--- src/hw/rtl/ame_pkg.sv ---
// shared types and codes of the accumulator machine execute block
// no dependencies
package ame_pkg;

    typedef enum logic [5:0] {
        OP_ADD   = 6'd0,  OP_SUB   = 6'd1,  OP_MUL   = 6'd2,  OP_DIV   = 6'd3,
        OP_MOD   = 6'd4,  OP_OR    = 6'd5,  OP_AND   = 6'd6,  OP_XOR   = 6'd7,
        OP_SHL   = 6'd8,  OP_SHR   = 6'd9,  OP_GET   = 6'd10, OP_PUT   = 6'd11,
        OP_GETI  = 6'd12, OP_PUTI  = 6'd13, OP_DECM  = 6'd14, OP_INCM  = 6'd15,
        OP_AT    = 6'd16, OP_COPY  = 6'd17, OP_INC   = 6'd18, OP_DEC   = 6'd19,
        OP_IMM   = 6'd20, OP_FLIP  = 6'd21, OP_SWAP  = 6'd22, OP_TOB   = 6'd23,
        OP_TOT   = 6'd24, OP_TOR   = 6'd25, OP_FROMB = 6'd26, OP_FROMT = 6'd27,
        OP_FROMR = 6'd28, OP_MDM   = 6'd29, OP_LSA   = 6'd30, OP_LSE   = 6'd31,
        OP_NOP   = 6'd32, OP_HALT  = 6'd33, OP_JMPA  = 6'd34, OP_JMPB  = 6'd35,
        OP_JMPE  = 6'd36, OP_JMPN  = 6'd37, OP_JMPS  = 6'd38, OP_JMPU  = 6'd39,
        OP_JUMP  = 6'd40, OP_RPT   = 6'd41, OP_GO    = 6'd42, OP_RS    = 6'd43
    } t_mode;

    typedef enum logic [2:0] {
        P_NONE, P_CLEAR, P_LATCH, P_EXEC, P_MEM1, P_MEM2, P_DIV, P_FINISH
    } t_phase;

    typedef enum logic [1:0] {
        CL_SIMPLE, CL_MEM1, CL_MEM2, CL_DIV
    } t_class;

    typedef struct packed {
        t_phase phase;
    } t_cmd;

    typedef struct packed {
        logic   clear_last;
        t_class cls;
        logic   div_last;
        logic   out_full;
    } t_stat;

    localparam logic [31:0] SIGN_BIT = 32'h8000_0000;

endpackage

--- src/hw/rtl/ame_ctrl.sv ---
// controller state machine of the accumulator machine
// depends on ame_pkg
module ame_ctrl import ame_pkg::*; (
    input  logic  i_clk,
    input  logic  i_rst_n,
    input  logic  i_valid,
    input  t_stat i_stat,
    output t_cmd  o_cmd,
    output logic  o_ready
);

    typedef enum logic [2:0] {
        S_CLEAR, S_IDLE, S_EXEC, S_MEM1, S_MEM2, S_DIV, S_DONE
    } t_state;

    t_state r_state, n_state;
    logic   r_ready;

    always_comb begin
        n_state   = r_state;
        o_cmd.phase = P_NONE;
        case (r_state)
            S_CLEAR: begin
                o_cmd.phase = P_CLEAR;
                if (i_stat.clear_last) n_state = S_IDLE;
            end
            S_IDLE: begin
                if (i_valid) begin
                    o_cmd.phase = P_LATCH;
                    n_state = S_EXEC;
                end
            end
            S_EXEC: begin
                o_cmd.phase = P_EXEC;
                case (i_stat.cls)
                    CL_MEM1, CL_MEM2: n_state = S_MEM1;
                    CL_DIV:           n_state = S_DIV;
                    default:          n_state = S_DONE;
                endcase
            end
            S_MEM1: begin
                o_cmd.phase = P_MEM1;
                n_state = (i_stat.cls == CL_MEM2) ? S_MEM2 : S_DONE;
            end
            S_MEM2: begin
                o_cmd.phase = P_MEM2;
                n_state = S_DONE;
            end
            S_DIV: begin
                o_cmd.phase = P_DIV;
                if (i_stat.div_last) n_state = S_DONE;
            end
            S_DONE: begin
                // wait here while the previous result is still held
                if (!i_stat.out_full) begin
                    o_cmd.phase = P_FINISH;
                    n_state = S_IDLE;
                end
            end
            default: n_state = S_CLEAR;
        endcase
    end

    always_ff @(posedge i_clk) begin
        if (!i_rst_n) begin
            r_state <= S_CLEAR;
            r_ready <= 1'b0;
        end else begin
            r_state <= n_state;
            r_ready <= (n_state == S_IDLE);
        end
    end

    assign o_ready = r_ready;

endmodule

--- config.mk ---
export PLATFORM = sky130hd
export DESIGN_NAME = ame_ctrl
export DESIGN_NICKNAME = d
export VERILOG_FILES = /design/src/hw/rtl/ame_pkg.sv /design/src/hw/rtl/ame_ctrl.sv
export SDC_FILE = /design/constraint.sdc
export NUM_CORES = 1
export LEC_CHECK = 0
export CAP_MARGIN = 40
export CORE_AREA = 5 5 42 44
export CTS_CLUSTER_DIAMETER = 200
export DETAILED_ROUTE_END_ITERATION = 16
export DIE_AREA = 0 0 47 49
export DONT_BUFFER_PORTS = 1
export GPL_TIMING_DRIVEN = 0
export PLACE_DENSITY_LB_ADDON = 0.25
export RECOVER_POWER = 50
export SETUP_SLACK_MARGIN = 0.1
export SLEW_MARGIN = 5
export SYNTH_ARGS = -nofsm -noshare
export SYNTH_HDL_FRONTEND = slang
export SYNTH_SLANG_ARGS = --single-unit
--- constraint.sdc ---
create_clock -name i_clk -period 1.8 [get_ports i_clk]
set_clock_uncertainty 0.15 [all_clocks]
set_input_delay 0.36 -clock i_clk [delete_from_list [all_inputs] [get_ports i_clk]]
set_output_delay 0.36 -clock i_clk [all_outputs]
set_load 0.1 [all_outputs]
==> metrics <==
starting density of the core 0.252; distinct cell type count after synthesis 21; Starting DRT DRC Count 3; Max IR drop VDD 0.000495 V; WHS Path Cells 2; fmax 0.531 GHz; setup violators final 3; post-synthesis sequential area ratio 0.227; Fin. Hold Viols 0; WP data required 1.29 ns; reg2reg path depth 5; Final period util 1.05; startpoint types flop; Worst Tran Pin Value 0.750 ns; CTS tree yes; Leakage Power 0.232 nW; Synth Flop Type dfxtp_1; Max H-tree Level 1; Yosys reg bits 4; Setup WS pre-CTS -0.122 ns; reg2reg end o_ready; Core Area 1400 sq um; DRC 0; layout cells sized above 1 0.492; Hold Path Origin i_rst_n; worst-path maximum fanout 4; Fin Setup TNS -0.230 ns; antenna viol nets, final 0; DR vias 371; fin. max-slew vios 0; number of I/O port buffers 0; mapped cell area 353 sq um; failing checks negative setup slack; Hold Crit Class in2reg; PD cells 1130 nW/um^2; Mapped Nets 57; Slew HR 0.501; R2R Setup Slk 0.29 ns; diode count 0; Std-Cell Rows 14; GR Overflow Total 0; vias in the first global route 356; Die H 49 um; RSZ-0062 raised after global routing true; Worst R2R Start r_state[2]; Hold EP r_state[2]; CP Capture Type output pin; number of CTS-inserted buffers 3; TritonRoute pass-1 iters 4; FFs w/ async S/R, synth 0; Clock Sinks 4; Clock Tree Root clkbuf_4; status complete, but fails checks; CP Data Arrival Time 1.37 ns; yosys warns 0; fin crit period 1.88 ns; routability cong. 0.689; Post-synth EDFFs 0; first-pass GRT wire length 1380 um; fin nets 72; Mean Syn Cell Area 7.67 sq um; drt via density 4.95; Post-Route WL 864 um; worst setup margin -0.0848 ns; largest net degree at the start of global routing 7; share of the synthesized area in the top cell type 0.227; initial antenna violation count 0; Synth top cells by count nand2_1, o21ai_0, dfxtp_1; area leader, netlist dfxtp_1; Die Area 2300 sq um; Mapped Cells 46; DR WL/cell 11.5 um; Synth area leaders dfxtp_1, ha_1, o21ai_0; crit path kind reg2out; I/O Pins 12; Skew-Pair Late Insertion Delay 0.23 ns; gr usage total 0.0852; die width 47 um; Layout area overhead 61.0%; Clock Pin Slew Worst Setup and Hold Paths 0.03 ns; CTS max path bufs 2; max-capacitance violation count 0
layer usage:
layer	vias to the layer above	GRT usage	share of wire
met3	2	0.0480	0.10
met2	10	0.113	0.45
li1	190	-	-
met4	0	0.0691	0.010
met1	169	0.0943	0.44
met5	-	0	0
logic make-up after synthesis:
| kind of cell | count (synthesis) | synth area share |
|---|---|---|
| simple gates | 22 | 0.401 |
| compound gates | 12 | 0.202 |
| buf+inv | 5 | 0.0638 |
| flops | 4 | 0.227 |
| fa+ha+maj | 3 | 0.106 |
cells in the final DEF (no fill, tap or decap), drive strengths merged:
cell type  count
o21ai          5
ha             3
inv            2
nor2           2
nand2          5
and3b          1
or3b           1
nor2b          3
nor3           2
clkbuf         4
nor4b          2
a31oi          2
a211oi         2
buf           12
nand2b         3
nand3          1
a21oi          3
nor4           1
dfxtp          4
nand3b         1
critical path, stage by stage (launching register included):
cell	delay (ns)
dfxtp_4	0.34
buf_6	0.13
buf_12	0.12
o21ai_4	0.56
worst max-delay path by stage:
stage,start,end,slack (ns),cells after the start
5_1_grt,r_state[2],o_cmd[0],-0.11,3
6_report,r_state[1],o_cmd[1],-0.08,3
3_5_place_dp,r_state[2],o_cmd[1],-0.12,3
2_1_floorplan,r_state[2],o_cmd[1],-0.03,3
4_1_cts,r_state[2],o_cmd[2],-0.1,3
3_3_place_gp,r_state[2],o_cmd[1],-0.11,3
metrics by stage:
step | hold slack (ns) | utilization | std cells | cell area, sq um | power (W)
6_report | 0.189 | 0.405 | 75 | 568 | 0.000641
5_1_grt | 0.208 | 0.405 | 75 | 568 | 0.000682
4_1_cts | 0.187 | 0.396 | 73 | 554 | 0.000648
3_5_place_dp | 0.441 | 0.311 | 63 | 435 | 0.000467
3_3_place_gp | 0.432 | 0.300 | 62 | 420 | 0.000448
2_1_floorplan | 0.411 | - | 46 | 400 | 0.000421
final cells by class:
type	count	area, sq um
Multi-Input combinational cell	37	298
Tap cell	16	20.0
Clock buffer	3	22.5
Buffer	3	33.8
Fill cell	157	833
Timing Repair Buffer	10	97.6
Inverter	2	7.51
Sequential cell	4	88.8
sequential cells by signal, summed over array words and instances (netlist names):
signal	cells
r_state	3
o_ready	1
repair_timing:
action,4_1_cts,5_1_grt
setup endpoints to repair,3,3
hold buffers,0,0
buffers inserted,7,2
gates resized for setup,8,4
endpoints found under the hold margin,0,0
pin swaps,2,3
power breakdown:
part           total [W]  switching (W)  internal, W
sequential      0.000123      0.0000119     0.000111
combinational   0.000411       0.000266     0.000146
clock           0.000107      0.0000330    0.0000743
Power figures use the tool's default switching activity.
